===== config.mk =====
export PLATFORM = sky130hd
export DESIGN_NAME = gf2n_arithmetic_unit
export DESIGN_NICKNAME = d
export VERILOG_FILES = /design/src/sv/gf2n_pkg.sv /design/src/sv/gf2n_mul_serial.sv /design/src/sv/gf2n_mod_serial.sv /design/src/sv/gf2n_arithmetic_unit.sv
export SDC_FILE = /design/constraint.sdc
export NUM_CORES = 1
export LEC_CHECK = 0
export BUFFER_PORTS_ARGS = -buffer_cell sky130_fd_sc_hd__buf_2
export CORE_MARGIN = 2
export CORE_UTILIZATION = 45
export DETAILED_ROUTE_END_ITERATION = 10
export PLACE_DENSITY = 0.66
export SYNTH_ARGS = -nofsm -noshare
export SYNTH_HDL_FRONTEND = slang
export SYNTH_SLANG_ARGS = --single-unit

===== constraint.sdc =====
create_clock -name aclk -period 5.65 [get_ports aclk]
set_input_delay 1.4125 -clock aclk [delete_from_list [all_inputs] [get_ports aclk]]
set_output_delay 1.4125 -clock aclk [all_outputs]
set_load 0.05 [all_outputs]

===== src/sv/gf2n_pkg.sv =====
package gf2n_pkg;

    // Width of the operand and result fields on the ports.
    localparam int DATA_BITS = 32;

    // Default datapath width.
    localparam int WORD_BITS_DEF = 32;

    // Register reset values.
    localparam logic [5:0]  FIELD_DEGREE_RST   = 6'd8;
    localparam logic [31:0] REDUCTION_POLY_RST = 32'd29;

    // Register indexes on the configuration port.
    localparam logic REG_FIELD_DEGREE   = 1'b0;
    localparam logic REG_REDUCTION_POLY = 1'b1;

    typedef enum logic [1:0] {
        ACT_ADD = 2'd0,
        ACT_MUL = 2'd1,
        ACT_MOD = 2'd2
    } action_t;

    typedef enum logic [1:0] {
        ST_IDLE,
        ST_MUL,
        ST_MOD,
        ST_FLUSH
    } ctrl_state_t;

    typedef enum logic [1:0] {
        MOD_IDLE,
        MOD_NORM,
        MOD_REDUCE
    } mod_state_t;

    // Status that an iterative unit reports to the controller.
    typedef struct packed {
        logic busy;
        logic done;
    } unit_stat_t;

endpackage


===== src/sv/gf2n_mul_serial.sv =====
module gf2n_mul_serial #(
    parameter int WORD_BITS = gf2n_pkg::WORD_BITS_DEF
) (
    input  logic                             aclk,
    input  logic                             aresetn,
    input  logic                             start,
    input  logic [$clog2(WORD_BITS+1)-1:0]   n,
    input  logic [WORD_BITS-1:0]             op_a,
    input  logic [WORD_BITS-1:0]             op_b,
    input  logic [WORD_BITS-1:0]             poly,
    output gf2n_pkg::unit_stat_t             stat,
    output logic [WORD_BITS-1:0]             product
);

    localparam int NW = $clog2(WORD_BITS + 1);

    logic                 busy_reg, busy_next;
    logic                 done_reg, done_next;
    logic [NW-1:0]        cnt_reg, cnt_next;
    logic [WORD_BITS-1:0] a_reg, a_next;
    logic [WORD_BITS-1:0] b_reg, b_next;
    logic [WORD_BITS-1:0] p_reg, p_next;
    logic [WORD_BITS-1:0] poly_reg, poly_next;
    logic [WORD_BITS-1:0] mask_reg, mask_next;
    logic [WORD_BITS-1:0] top_reg, top_next;
    logic [WORD_BITS-1:0] mask;
    logic [WORD_BITS-1:0] top;
    logic                 carry;

    // Field mask covers the low n bits; top marks bit n-1.
    always_comb begin
        for (int i = 0; i < WORD_BITS; i++) begin
            mask[i] = (NW'(i) < n);
            top[i]  = (NW'(i + 1) == n);
        end
    end

    assign carry = |(a_reg & top_reg);

    always_comb begin
        busy_next = busy_reg;
        done_next = 1'b0;
        cnt_next  = cnt_reg;
        a_next    = a_reg;
        b_next    = b_reg;
        p_next    = p_reg;
        poly_next = poly_reg;
        mask_next = mask_reg;
        top_next  = top_reg;
        if (start) begin
            a_next    = op_a & mask;
            b_next    = op_b & mask;
            poly_next = poly & mask;
            mask_next = mask;
            top_next  = top;
            p_next    = '0;
            cnt_next  = n;
            busy_next = 1'b1;
        end else if (busy_reg) begin
            if (b_reg[0]) begin
                p_next = p_reg ^ a_reg;
            end
            b_next = {1'b0, b_reg[WORD_BITS-1:1]};
            a_next = ({a_reg[WORD_BITS-2:0], 1'b0} & mask_reg) ^ (carry ? poly_reg : '0);
            cnt_next = cnt_reg - NW'(1);
            if (cnt_reg == NW'(1)) begin
                busy_next = 1'b0;
                done_next = 1'b1;
            end
        end
    end

    always_ff @(posedge aclk) begin
        if (!aresetn) begin
            busy_reg <= 1'b0;
            done_reg <= 1'b0;
        end else begin
            busy_reg <= busy_next;
            done_reg <= done_next;
        end
        cnt_reg  <= cnt_next;
        a_reg    <= a_next;
        b_reg    <= b_next;
        p_reg    <= p_next;
        poly_reg <= poly_next;
        mask_reg <= mask_next;
        top_reg  <= top_next;
    end

    assign stat.busy = busy_reg;
    assign stat.done = done_reg;
    assign product   = p_reg;

endmodule


===== src/sv/gf2n_mod_serial.sv =====
module gf2n_mod_serial #(
    parameter int WORD_BITS = gf2n_pkg::WORD_BITS_DEF
) (
    input  logic                 aclk,
    input  logic                 aresetn,
    input  logic                 start,
    input  logic [WORD_BITS-1:0] op_a,
    input  logic [WORD_BITS-1:0] op_b,
    output gf2n_pkg::unit_stat_t stat,
    output logic [WORD_BITS-1:0] remainder
);

    localparam int KW = $clog2(WORD_BITS);

    gf2n_pkg::mod_state_t state_reg, state_next;
    logic                 done_reg, done_next;
    logic [KW-1:0]        k_reg, k_next;
    logic [WORD_BITS-1:0] rem_reg, rem_next;
    logic [WORD_BITS-1:0] bs_reg, bs_next;
    logic [WORD_BITS-1:0] msk_reg, msk_next;

    // The divisor is first shifted up until its leading term sits in the top
    // bit, counting the shifts. It then walks back down one place a cycle and
    // is subtracted wherever the remainder has a term at its leading position.
    always_comb begin
        state_next = state_reg;
        done_next  = 1'b0;
        k_next     = k_reg;
        rem_next   = rem_reg;
        bs_next    = bs_reg;
        msk_next   = msk_reg;
        case (state_reg)
            gf2n_pkg::MOD_IDLE: begin
                if (start) begin
                    rem_next   = op_a;
                    bs_next    = op_b;
                    k_next     = '0;
                    state_next = gf2n_pkg::MOD_NORM;
                end
            end
            gf2n_pkg::MOD_NORM: begin
                if (bs_reg[WORD_BITS-1]) begin
                    msk_next   = {1'b1, {(WORD_BITS-1){1'b0}}};
                    state_next = gf2n_pkg::MOD_REDUCE;
                end else begin
                    bs_next = {bs_reg[WORD_BITS-2:0], 1'b0};
                    k_next  = k_reg + KW'(1);
                end
            end
            gf2n_pkg::MOD_REDUCE: begin
                if (|(rem_reg & msk_reg)) begin
                    rem_next = rem_reg ^ bs_reg;
                end
                bs_next  = {1'b0, bs_reg[WORD_BITS-1:1]};
                msk_next = {1'b0, msk_reg[WORD_BITS-1:1]};
                if (k_reg == '0) begin
                    done_next  = 1'b1;
                    state_next = gf2n_pkg::MOD_IDLE;
                end else begin
                    k_next = k_reg - KW'(1);
                end
            end
            default: begin
                state_next = gf2n_pkg::MOD_IDLE;
            end
        endcase
    end

    always_ff @(posedge aclk) begin
        if (!aresetn) begin
            state_reg <= gf2n_pkg::MOD_IDLE;
            done_reg  <= 1'b0;
        end else begin
            state_reg <= state_next;
            done_reg  <= done_next;
        end
        k_reg   <= k_next;
        rem_reg <= rem_next;
        bs_reg  <= bs_next;
        msk_reg <= msk_next;
    end

    assign stat.busy = (state_reg != gf2n_pkg::MOD_IDLE);
    assign stat.done = done_reg;
    assign remainder = rem_reg;

endmodule


===== src/sv/gf2n_arithmetic_unit.sv =====
// GF(2^n) arithmetic unit.
// Input words arrive on the s_ stream: s_tuser carries the action (add, field
// multiply, polynomial mod) and s_tdata the two operands. Each word yields one
// result word on the m_ stream: m_tdata holds the result and m_tuser the
// divide error flag, set only for a mod of a nonzero dividend by a zero divisor.
// field_degree and reduction_poly are written through the cfg_ port; the user
// must write them only while the unit is idle, as the block does not enforce
// it. A write lands at the clock edge where cfg_wr_en is high.
// Add, and every case that needs no iteration, skip the serial units;
// multiply runs the bit-serial shift-and-add loop that takes one multiplier
// bit a cycle; mod runs the divisor alignment shifter followed by one
// subtract step a cycle.
// One word is worked on at a time; s_tready is high while the controller is
// idle, so a new word can be taken in the cycle after the previous result
// moved to the output register, even while that result still waits there.
// If the receiver stalls, a second finished result is held inside until the
// output register frees up. Reset clears all handshake state and restores
// field_degree to 8 and reduction_poly to 29.
module gf2n_arithmetic_unit #(
    parameter int WORD_BITS = gf2n_pkg::WORD_BITS_DEF
) (
    input  logic        aclk,
    input  logic        aresetn,

    input  logic        cfg_wr_en,
    input  logic        cfg_addr,
    input  logic [31:0] cfg_wdata,

    input  logic        s_tvalid,
    output logic        s_tready,
    input  logic [63:0] s_tdata,   // operand_a [31:0], operand_b [63:32]
    input  logic [1:0]  s_tuser,   // action [1:0]

    output logic        m_tvalid,
    input  logic        m_tready,
    output logic [31:0] m_tdata,   // result [31:0]
    output logic [0:0]  m_tuser    // divide_error [0]
);

    localparam int NW = $clog2(WORD_BITS + 1);
    localparam int DB = gf2n_pkg::DATA_BITS;
    localparam logic [5:0] W_DEG = 6'(WORD_BITS);

    // Configuration registers.
    logic [5:0]  field_degree_reg;
    logic [31:0] reduction_poly_reg;

    always_ff @(posedge aclk) begin
        if (!aresetn) begin
            field_degree_reg   <= gf2n_pkg::FIELD_DEGREE_RST;
            reduction_poly_reg <= gf2n_pkg::REDUCTION_POLY_RST;
        end else if (cfg_wr_en) begin
            case (cfg_addr)
                gf2n_pkg::REG_FIELD_DEGREE:   field_degree_reg   <= cfg_wdata[5:0];
                gf2n_pkg::REG_REDUCTION_POLY: reduction_poly_reg <= cfg_wdata;
                default: ;
            endcase
        end
    end

    // Degrees beyond the datapath width act as the full width.
    logic [NW-1:0] n_eff;
    assign n_eff = (field_degree_reg > W_DEG) ? NW'(WORD_BITS) : NW'(field_degree_reg);

    // Operands are cut down to the datapath width.
    logic [WORD_BITS-1:0] a_w, b_w;
    assign a_w = s_tdata[WORD_BITS-1:0];
    assign b_w = s_tdata[DB+WORD_BITS-1:DB];

    gf2n_pkg::ctrl_state_t state_reg, state_next;
    logic [WORD_BITS-1:0]  res_reg, res_next;
    logic                  err_reg, err_next;
    logic                  m_valid_reg, m_valid_next;
    logic [DB-1:0]         m_data_reg, m_data_next;
    logic                  m_err_reg, m_err_next;
    logic                  accept;
    logic                  mul_start, mod_start;
    gf2n_pkg::unit_stat_t  mul_stat, mod_stat;
    logic [WORD_BITS-1:0]  mul_product, mod_remainder;

    assign s_tready = (state_reg == gf2n_pkg::ST_IDLE);
    assign accept   = s_tvalid && s_tready;

    gf2n_mul_serial #(
        .WORD_BITS(WORD_BITS)
    ) u_mul (
        .aclk    (aclk),
        .aresetn (aresetn),
        .start   (mul_start),
        .n       (n_eff),
        .op_a    (a_w),
        .op_b    (b_w),
        .poly    (reduction_poly_reg[WORD_BITS-1:0]),
        .stat    (mul_stat),
        .product (mul_product)
    );

    gf2n_mod_serial #(
        .WORD_BITS(WORD_BITS)
    ) u_mod (
        .aclk      (aclk),
        .aresetn   (aresetn),
        .start     (mod_start),
        .op_a      (a_w),
        .op_b      (b_w),
        .stat      (mod_stat),
        .remainder (mod_remainder)
    );

    // Controller: decodes the action, runs the serial unit when one is needed
    // and hands the finished result to the output register.
    always_comb begin
        state_next   = state_reg;
        res_next     = res_reg;
        err_next     = err_reg;
        m_valid_next = m_valid_reg;
        m_data_next  = m_data_reg;
        m_err_next   = m_err_reg;
        mul_start    = 1'b0;
        mod_start    = 1'b0;

        if (m_valid_reg && m_tready) begin
            m_valid_next = 1'b0;
        end

        case (state_reg)
            gf2n_pkg::ST_IDLE: begin
                if (accept) begin
                    res_next   = '0;
                    err_next   = 1'b0;
                    state_next = gf2n_pkg::ST_FLUSH;
                    case (s_tuser)
                        gf2n_pkg::ACT_ADD: begin
                            res_next = a_w ^ b_w;
                        end
                        gf2n_pkg::ACT_MUL: begin
                            // A zero field degree makes every product zero.
                            if (n_eff != '0) begin
                                mul_start  = 1'b1;
                                state_next = gf2n_pkg::ST_MUL;
                            end
                        end
                        gf2n_pkg::ACT_MOD: begin
                            // A zero dividend gives zero; a zero divisor
                            // with a nonzero dividend gives zero and raises the error flag.
                            if (a_w != '0) begin
                                if (b_w == '0) begin
                                    err_next = 1'b1;
                                end else begin
                                    mod_start  = 1'b1;
                                    state_next = gf2n_pkg::ST_MOD;
                                end
                            end
                        end
                        default: ;
                    endcase
                end
            end
            gf2n_pkg::ST_MUL: begin
                if (mul_stat.done) begin
                    res_next   = mul_product;
                    state_next = gf2n_pkg::ST_FLUSH;
                end
            end
            gf2n_pkg::ST_MOD: begin
                if (mod_stat.done) begin
                    res_next   = mod_remainder;
                    state_next = gf2n_pkg::ST_FLUSH;
                end
            end
            gf2n_pkg::ST_FLUSH: begin
                if (!m_valid_reg || m_tready) begin
                    m_valid_next = 1'b1;
                    m_data_next  = DB'(res_reg);
                    m_err_next   = err_reg;
                    state_next   = gf2n_pkg::ST_IDLE;
                end
            end
            default: begin
                state_next = gf2n_pkg::ST_IDLE;
            end
        endcase
    end

    always_ff @(posedge aclk) begin
        if (!aresetn) begin
            state_reg   <= gf2n_pkg::ST_IDLE;
            m_valid_reg <= 1'b0;
        end else begin
            state_reg   <= state_next;
            m_valid_reg <= m_valid_next;
        end
        res_reg    <= res_next;
        err_reg    <= err_next;
        m_data_reg <= m_data_next;
        m_err_reg  <= m_err_next;
    end

    assign m_tvalid   = m_valid_reg;
    assign m_tdata    = m_data_reg;
    assign m_tuser[0] = m_err_reg;

`ifndef SYNTHESIS
    // No serial unit may still be running while a new word can be taken.
    a_idle_units: assert property (@(posedge aclk) disable iff (!aresetn)
        (state_reg == gf2n_pkg::ST_IDLE) |-> (!mul_stat.busy && !mod_stat.busy))
        else $error("serial unit busy while controller idle");

    // A multiply completion is only seen while the controller waits for it.
    a_mul_done: assert property (@(posedge aclk) disable iff (!aresetn)
        mul_stat.done |-> (state_reg == gf2n_pkg::ST_MUL))
        else $error("multiply finished outside its wait state");

    // A mod completion is only seen while the controller waits for it.
    a_mod_done: assert property (@(posedge aclk) disable iff (!aresetn)
        mod_stat.done |-> (state_reg == gf2n_pkg::ST_MOD))
        else $error("mod finished outside its wait state");

    // A divide error always comes with a zero result.
    a_err_zero: assert property (@(posedge aclk) disable iff (!aresetn)
        (m_valid_reg && m_err_reg) |-> (m_data_reg == '0))
        else $error("divide error with nonzero result");

    // Starting a unit always leaves the idle state.
    a_start_leaves: assert property (@(posedge aclk) disable iff (!aresetn)
        (mul_start || mod_start) |=> (state_reg == gf2n_pkg::ST_MUL ||
                                      state_reg == gf2n_pkg::ST_MOD))
        else $error("unit started without entering a wait state");
`endif

endmodule

After elaboration in Yosys (flattened, before gate mapping)
Index checks and enable logic that the tools add are counted.

Bits in writable memories: 0. Bits in registers: 411. Memories kept: 0. Memory bits (read-only): 0. Word-level logic and storage cells: 213. Input port bits: 104. Bits in latches: 0.

$lt $le $gt $ge: 33. Reduce and logical (&&, ||, !) cells: 34. $add $sub $neg: 3. Shifts and indexed selects: 0. Multiply operators: 0. Equal/unequal tests: 50. Mux-type cells: 56. Divide/modulo/power cells: 0. Bitwise operators: 13.

Operator list (count): two-way mux 32 bit (14); AND 32 bit (6); one-hot mux 32 bit (3 select lines) (2); one-hot mux 32 bit (2 select lines) (2); XOR 32 bit (4); == test 5 x 6 -> 1 bit, first input constant (16); less-than comparator 5 x 6 -> 1 bit, first input constant (16); OR reduction 32 bit (2); == test 4 x 6 -> 1 bit, first input constant (8); less-than comparator 4 x 6 -> 1 bit, first input constant (8); zero test 32 bit (1); nonzero test 32 bit (1); == test 3 x 6 -> 1 bit, first input constant (4); less-than comparator 3 x 6 -> 1 bit, first input constant (4); two-way mux 1 bit (20); two-way mux 6 bit (3); AND reduction 2 bit (9); two-way mux 2 bit (8); two-way mux 5 bit (3); one-hot mux 5 bit (3 select lines) (1); == test 2 x 6 -> 1 bit, first input constant (2); less-than comparator 1 x 6 -> 1 bit, first input constant (2); less-than comparator 2 x 6 -> 1 bit, first input constant (2); != test 2 x 1 -> 1 bit, second input constant (6); other kinds (25) (45).

Depth between registers and ports, before layout
Gate-level depths: netlist (run 1).

Depth after elaboration: 8. Depth in mapped cells: 10. Mapped depth without buffers: 9.

By module
From an unflattened synthesis (run 1), not the netlist that was laid out.

Cells, all modules: 1608. Area, all modules: 18564.1 um^2.

Modules (own cells, without submodules): gf2n_mul_serial (sequential area each 5635.4 um^2, cells an instance 767, area each 8819.7 um^2, times used 1); gf2n_mod_serial (sequential area each 3093.0 um^2, cells an instance 398, area each 5011.1 um^2, times used 1); gf2n_arithmetic_unit (sequential area each 2802.7 um^2, cells an instance 443, area each 4733.3 um^2, times used 1).

Least setup slack after synthesis (run 1)
No wires, ideal clock.

Kind: input-to-reg. Start: in s_tuser[1]. End: reg u_mul.a_reg[0] (enable). Stages on the path: 5. Setup time: 0.440 ns. Data arrival time: 3.603 ns. Path slack: 1.607 ns. Cells stage by stage: inv_1 ha_1 nand3_4 buf_2 nand2b_1.

Longest elaborated chain between the ends: 5.

RTL lines: start: declaration (RTL line gf2n_arithmetic_unit.sv:32) `input logic [1:0] s_tuser,`; == test 2 x 1 -> 1 bit (RTL line gf2n_arithmetic_unit.sv:132) `case (s_tuser)`; two-way mux 1 bit (RTL line gf2n_arithmetic_unit.sv:132); two-way mux 1 bit (RTL line gf2n_arithmetic_unit.sv:128) `if (accept) begin`; two-way mux 1 bit (RTL line gf2n_arithmetic_unit.sv:126) `case (state_reg)`; nonzero test 2 bit (no line); end signal: assignment (RTL line gf2n_mul_serial.sv:82) `a_reg <= a_next;`; end: declaration (RTL line gf2n_mul_serial.sv:20) `logic [WORD_BITS-1:0] a_reg, a_next;`.

No other way between the ends. A chain may end at the register's enable or synchronous reset.

Worst setup path in the final report (run 1)
Start: in s_tdata[30]. End: reg u_mod.bs_reg[12] (enable).

Longest elaborated chain between the ends: 7.

RTL lines: start: declaration (RTL line gf2n_arithmetic_unit.sv:31) `input logic [63:0] s_tdata,`; nonzero test 32 bit (RTL line gf2n_arithmetic_unit.sv:146) `if (a_w != '0) begin`; two-way mux 1 bit (RTL line gf2n_arithmetic_unit.sv:146); two-way mux 1 bit (RTL line gf2n_arithmetic_unit.sv:132); two-way mux 1 bit (RTL line gf2n_arithmetic_unit.sv:128); two-way mux 1 bit (RTL line gf2n_arithmetic_unit.sv:126); != test 2 bit (no line); AND reduction 3 bit (no line); end signal: assignment (RTL line gf2n_mod_serial.sv:79) `bs_reg <= bs_next;`; end: declaration (RTL line gf2n_mod_serial.sv:19) `logic [WORD_BITS-1:0] bs_reg, bs_next;`.

No other way between the ends.

==> flow_summary.toml, run 1 <==
[run_status]
outcome = "finished clean"

[logic_synthesis]
synth_edf_count = 332
yosysTopAreaCellShare_pct = 53.9
synth_top_flop_cell = "edfxtp_1"
yosysTopAreaCell = "edfxtp_1"
ys_seq_elements = 410
async_flop_share_pct = 0
ys_warn_count = 0
syn_area_mm2 = 0.0185
synthDistinctLibCells = 54
synth_area_leaders = "edfxtp_1 54%, dfxtp_1 8.4%, nand2_1 5.6%"
seq_area_frac_synth_pct = 62.4
syn-num-nets = 1770
syn_area_per_cell_um2 = 11.2
synth_cells = 1647

[clock_tree]
clock-root-buffer = "clkbuf_16"
cts_inserted_buffers = 43
cts_resized = 0
post-cts-setup-buffer-count = 0
path_clk_slew_ns = 0.06
holdBufCountCts = 0
clk_latency_ns = 0.55
htree_levels = 2
cts_tree = "yes"
clkSinkCount = 410
cts_buffer_depth = 3

[route]
viasPerCell = 5.58
ant_nets = 0
wl_per_cell_um = 21.9
routed_wl_um = 50900
vias = 13000
drc = 0
firstDrtPassIters = 5
dr.first_iter.drc_count = 1696

[setup_path]
slowest_stage = "nor4_1"
startpoint_type = "input port"
crit_chain = "buf_2 > nor4_1 > nand4_1 > nor2_1 > o31ai_1 > nor2b_1 > and2_1 > buf_4"
end_kind = "register"
required_ns = 5.90
cp_data_arrival_time_ns = 4.09
crit_type = "input port to register"
cp_max_fo = 31
max_stage_delay_ns = 0.95

[place]
gp_congestion = 0.920
io_buffers = 138
post_dp_cell_area_mm2 = 0.0196
dp_hpwl_um = 36500
dp_cells = 2247

[sta]
fin_crit_sh_pct = 68.0
hold_viol = 0
relSlewSlack_pct = 26.0
finalCriticalPeriod_ns = 3.84
final.setup.tns_ns = 0
tightestPinTransition_ns = 1.10
rsz0062_at_grt = "no"
setup_viol = 0
slew_violations = 0
timing.fmax_mhz = 260
worst_clock_skew_ns = 0.0127

[final_layout]
drive_gt1_share_pct = 17.1
finalNonFillerCells = 2326
postLayoutCellArea_mm2 = 0.0211
area_growth_pct = 13.9
nets = 1883

[floorplan]
io_pins = 139
die_h_um = 207
design.core.area_mm2 = 0.0407
start_util_pct = 45.4
rows = 74
die_area_mm2 = 0.0427
die_x_um = 207

[global_route]
grt.overflow.total = 0
grt_max_degree = 109
grt_pass1_wl_um = 75600
antenna_found_initial = 1
grt_pass1_vias = 12100
grt_usage_pct = 23.8

[pwr]
finalPower_uw = 9570
cellLeakagePower_uw = 0.00765
p_per_area_mw_per_mm2 = 454
ir_drop_mv = 0.242

[min_path]
hold_class = "register to register"

[flow_run]
drv_cap = 0
## area by class of cell
class / instances / area (um2)
antenna: 1 / 2.50
clock buffer: 53 / 1180
clock inverter: 25 / 255
fill: 3594 / 19700
inverter: 26 / 103
multi-input combinational: 1119 / 6470
sequential: 410 / 11500
tap: 532 / 666
timing repair buffer: 160 / 856
## per-layer routing
metal	global-route usage, %	wire length [um]	vias up
met4	8.11	1750	0
met2	37.3	23100	592
li1	-	-	6034
met5	0	0	-
met1	34.2	22300	6221
met3	3.36	3760	121
## report_power, final
part	switching [uW]	internal [uW]	leakage (uW)
clock network	1170	1710	0.000705
logic	1410	694	0.00320
registers	445	4140	0.00374
## cell usage in the layout, fill, tap and decap left out, types with 2 or more instances in the layout
master     count
nand2_1      275
clkbuf_16     45
o21a_1         3
bufinv_16      5
a21o_1         4
xnor2_1      100
o21ai_0       43
edfxtp_1     332
buf_4         22
nand2b_1       5
clkinv_1       7
a22o_1        34
or2_2          2
xor2_1        35
a22oi_1       50
inv_1         23
dfxtp_1       78
clkbuf_1       6
nand4_1        8
inv_2          2
a22oi_2        4
a21oi_1      143
buf_2        138
and2_1        71
clkinv_4       3
mux2i_1        3
ha_1          16
a221oi_1       3
o21ai_1        9
or4_1          2
clkbuf_8       2
clkinv_2       9
nor2_4         2
nor2_1       143
nand2_2       29
nor3_1         8
nand3_1       46
nor4_1        18
nor2b_1        9
a21oi_2       30
## cell families after synthesis
group / share of synthesized area, %
buf+inv: 2.82
compound gates: 11.4
xor+xnor: 6.40
flops: 62.4
mux: 0.162
simple gates: 15.6
fa+ha+maj: 1.33
## worst max-delay path, delay by kind of cell
kind | cells | cell delay, ns
simple gates | 5 | 2.05
buf+inv | 2 | 0.42
compound gates | 1 | 0.19
## synth_stat cells, types with 6 or more instances
library cell / count
nor2b_1: 11
xor2_1: 35
inv_1: 23
o21ai_0: 44
nand3_1: 46
o21ai_1: 9
clkbuf_1: 71
nor4_1: 18
a21oi_2: 29
nand2_1: 275
dfxtp_1: 78
nand2_2: 29
edfxtp_1: 332
nand2b_1: 6
nand4_1: 8
a21oi_1: 144
nor2_1: 144
xnor2_1: 100
ha_1: 18
a22oi_1: 50
and2_1: 71
a22o_1: 34
buf_2: 11
nor3_1: 8
## final timing paths
check,slack [ns],cells past startpoint,startpoint,endpoint
max,1.81,8,s_tdata[30],u_mod.bs_reg[12]
min,0.42,0,res_reg[11],m_tdata[11]
max reg2reg,1.94,8,field_degree_reg[5],u_mul.poly_reg[23]
min reg2reg,0.42,0,res_reg[11],m_tdata[11]
## through the flow
stage | setup slack [ns] | util (%) | hold slack (ns)
floorplan | 1.61 | - | 0.400
global placement | 1.28 | 48.2 | 0.403
detailed placement | 1.27 | 48.2 | 0.405
CTS | 1.85 | 51.7 | 0.417
global route | 1.69 | 51.7 | 0.420
finish | 1.81 | 51.7 | 0.417
Note: power is estimated with default switching activity, not from simulation.
==> run 2: changes to the inputs <==
PLACE_DENSITY = 0.68   (was 0.66)
clock period = 3.17 ns   (was 5.65 ns; I/O delays follow)
==> run 2 against run 1 <==
  * Sequential share of layout area shrank 0.60 points
  * Critical path depth did not move
  * Non-clock buffer count is 27 higher
  * Die area unchanged
  * Design area grew 1.1%
  * Total power rose by 78%
  * Utilization grew 0.57 points
  * Combinational power grew 90%
  * Clock-buffer cell count up 16
  * Sequential power is 78% higher
  * Wire length grew 4.6%
  * Worst setup slack got worse by 1.2 ns
  * Largest cell class unchanged
  * Highest routed layer unchanged
==> flow_summary.toml, run 2 (same netlist as run 1, synthesis figures left out) <==
[run_status]
outcome = "finished clean"

[clock_tree]
cts_tree = "yes"
clock-root-buffer = "clkbuf_16"
cts_buffer_depth = 3
clkSinkCount = 410
path_clk_slew_ns = 0.06
post-cts-setup-buffer-count = 0
cts_resized = 0
cts_inserted_buffers = 44
holdBufCountCts = 0
htree_levels = 2
clk_latency_ns = 0.56

[pwr]
p_int_uw = 11500
finalPower_uw = 17000
ir_drop_mv = 0.445
p_clk_share_pct = 28.4
p_per_area_mw_per_mm2 = 799
power_frac_seq_pct = 48.1
p_switching_uw = 5500
share_comb_of_total_power_pct = 23.4
switching_share_pct = 32.3
cellLeakagePower_uw = 0.00777

[sta]
hold_viol = 0
relSlewSlack_pct = 28.9
rsz0062_at_grt = "no"
hold_slack_ns = 0.416
fin_crit_sh_pct = 80.8
finalCriticalPeriod_ns = 2.56
worst_clock_skew_ns = 0.0294
tightestPinTransition_ns = 1.06
slew_violations = 0
timing.fmax_mhz = 390
setup_viol = 0
final.setup.tns_ns = 0

[global_route]
grt_max_degree = 70
grt_usage_pct = 24.9
grt_pass1_vias = 12500
grt_pass1_wl_um = 78400
grt.overflow.total = 0
antenna_found_initial = 3

[setup_path]
end_kind = "register"
r2r_start = "field_degree_reg[3]"
r2r_cells = 8
required_ns = 3.56
r2r_slack_ns = 0.61
reg2reg_to = "u_mul.cnt_reg[3]"
crit_type = "register to register"
startpoint_type = "register"
cp_data_arrival_time_ns = 2.95
crit_start = "field_degree_reg[3]"
cp_max_fo = 48
crit_path_end = "u_mul.cnt_reg[3]"

[route]
wl_per_cell_um = 22.6
firstDrtPassIters = 5
ant_nets = 0
viasPerCell = 5.52
vias = 13000
drc = 0
dr.first_iter.drc_count = 1454
routed_wl_um = 53300

[final_layout]
final_cell_mix = "332 x edfxtp_1, 275 x nand2_1, 143 x nor2_1, 143 x a21oi_1, 138 x buf_2"
final_common_cell = "edfxtp_1"
nets = 1911
area_growth_pct = 15.2
drive_gt1_share_pct = 17.9

[flow_run]
drv_cap = 0

[floorplan]
die_area_mm2 = 0.0427
die_h_um = 207
rows = 74
start_util_pct = 45.4
io_pins = 139
design.core.area_mm2 = 0.0407
die_x_um = 207

[place]
io_buffers = 138
dp_hpwl_um = 39400
gp_congestion = 0.933

[min_path]
hold_class = "register to register"
hp-start = "res_reg[8]"
hold-path-cell-count = 0
## run 2: worst min path at each step
stage / end / slack, ns
2_1_floorplan: m_tdata[0] / 0.40
3_3_place_gp: m_tdata[3] / 0.40
3_5_place_dp: m_tdata[29] / 0.40
4_1_cts: m_tdata[29] / 0.42
5_1_grt: m_tdata[3] / 0.42
6_report: m_tdata[8] / 0.42
## run 2: per-layer routing
| metal | track usage (%) | wire length (um) | vias to the layer above |
|---|---|---|---|
| met3 | 3.61 | 3920 | 98 |
| met2 | 38.4 | 24400 | 563 |
| met1 | 35.7 | 23200 | 6282 |
| met5 | 0 | 0 | - |
| li1 | - | - | 6087 |
| met4 | 9.30 | 1790 | 0 |
## run 2: critical path: stages (launching register included)
cell and delay (ns):
dfxtp_1 0.72, nor2_4 0.12, inv_2 0.20, nand3b_4 0.24, nand3_4 0.21, inv_6 0.30
buf_12 0.30, nand3_1 0.13, o21ai_1 0.13
## run 2: area by class of cell
cell class / count / area, um2
timing repair buffer: 187 / 1170
clock buffer: 69 / 1280
tap: 532 / 666
multi-input combinational: 1119 / 6470
inverter: 26 / 103
fill: 3647 / 19400
sequential: 410 / 11500
clock inverter: 12 / 60.1
antenna: 4 / 10.0
## run 2: power groups by stage
stage                     clock network, uW  registers [uW]  logic (uW)
after floorplan                           0            8060        2560
after global placement                    0            8240        3900
after global routing                   5110            8260        4350
after CTS                              4920            8160        3980
after detailed placement                  0            8270        3970
final                                  4830            8190        3990
## run 2: per-stage QoR
step           worst slack, ns  util (%)  instance area, um2  cells
3_3_place_gp             0.286      49.0               19900   2274
2_1_floorplan            0.280         -               18500   1647
4_1_cts                  0.621      52.3               21300   2355
3_5_place_dp             0.299      49.0               19900   2274
6_report                 0.609      52.3               21300   2359
5_1_grt                  0.472      52.3               21300   2357
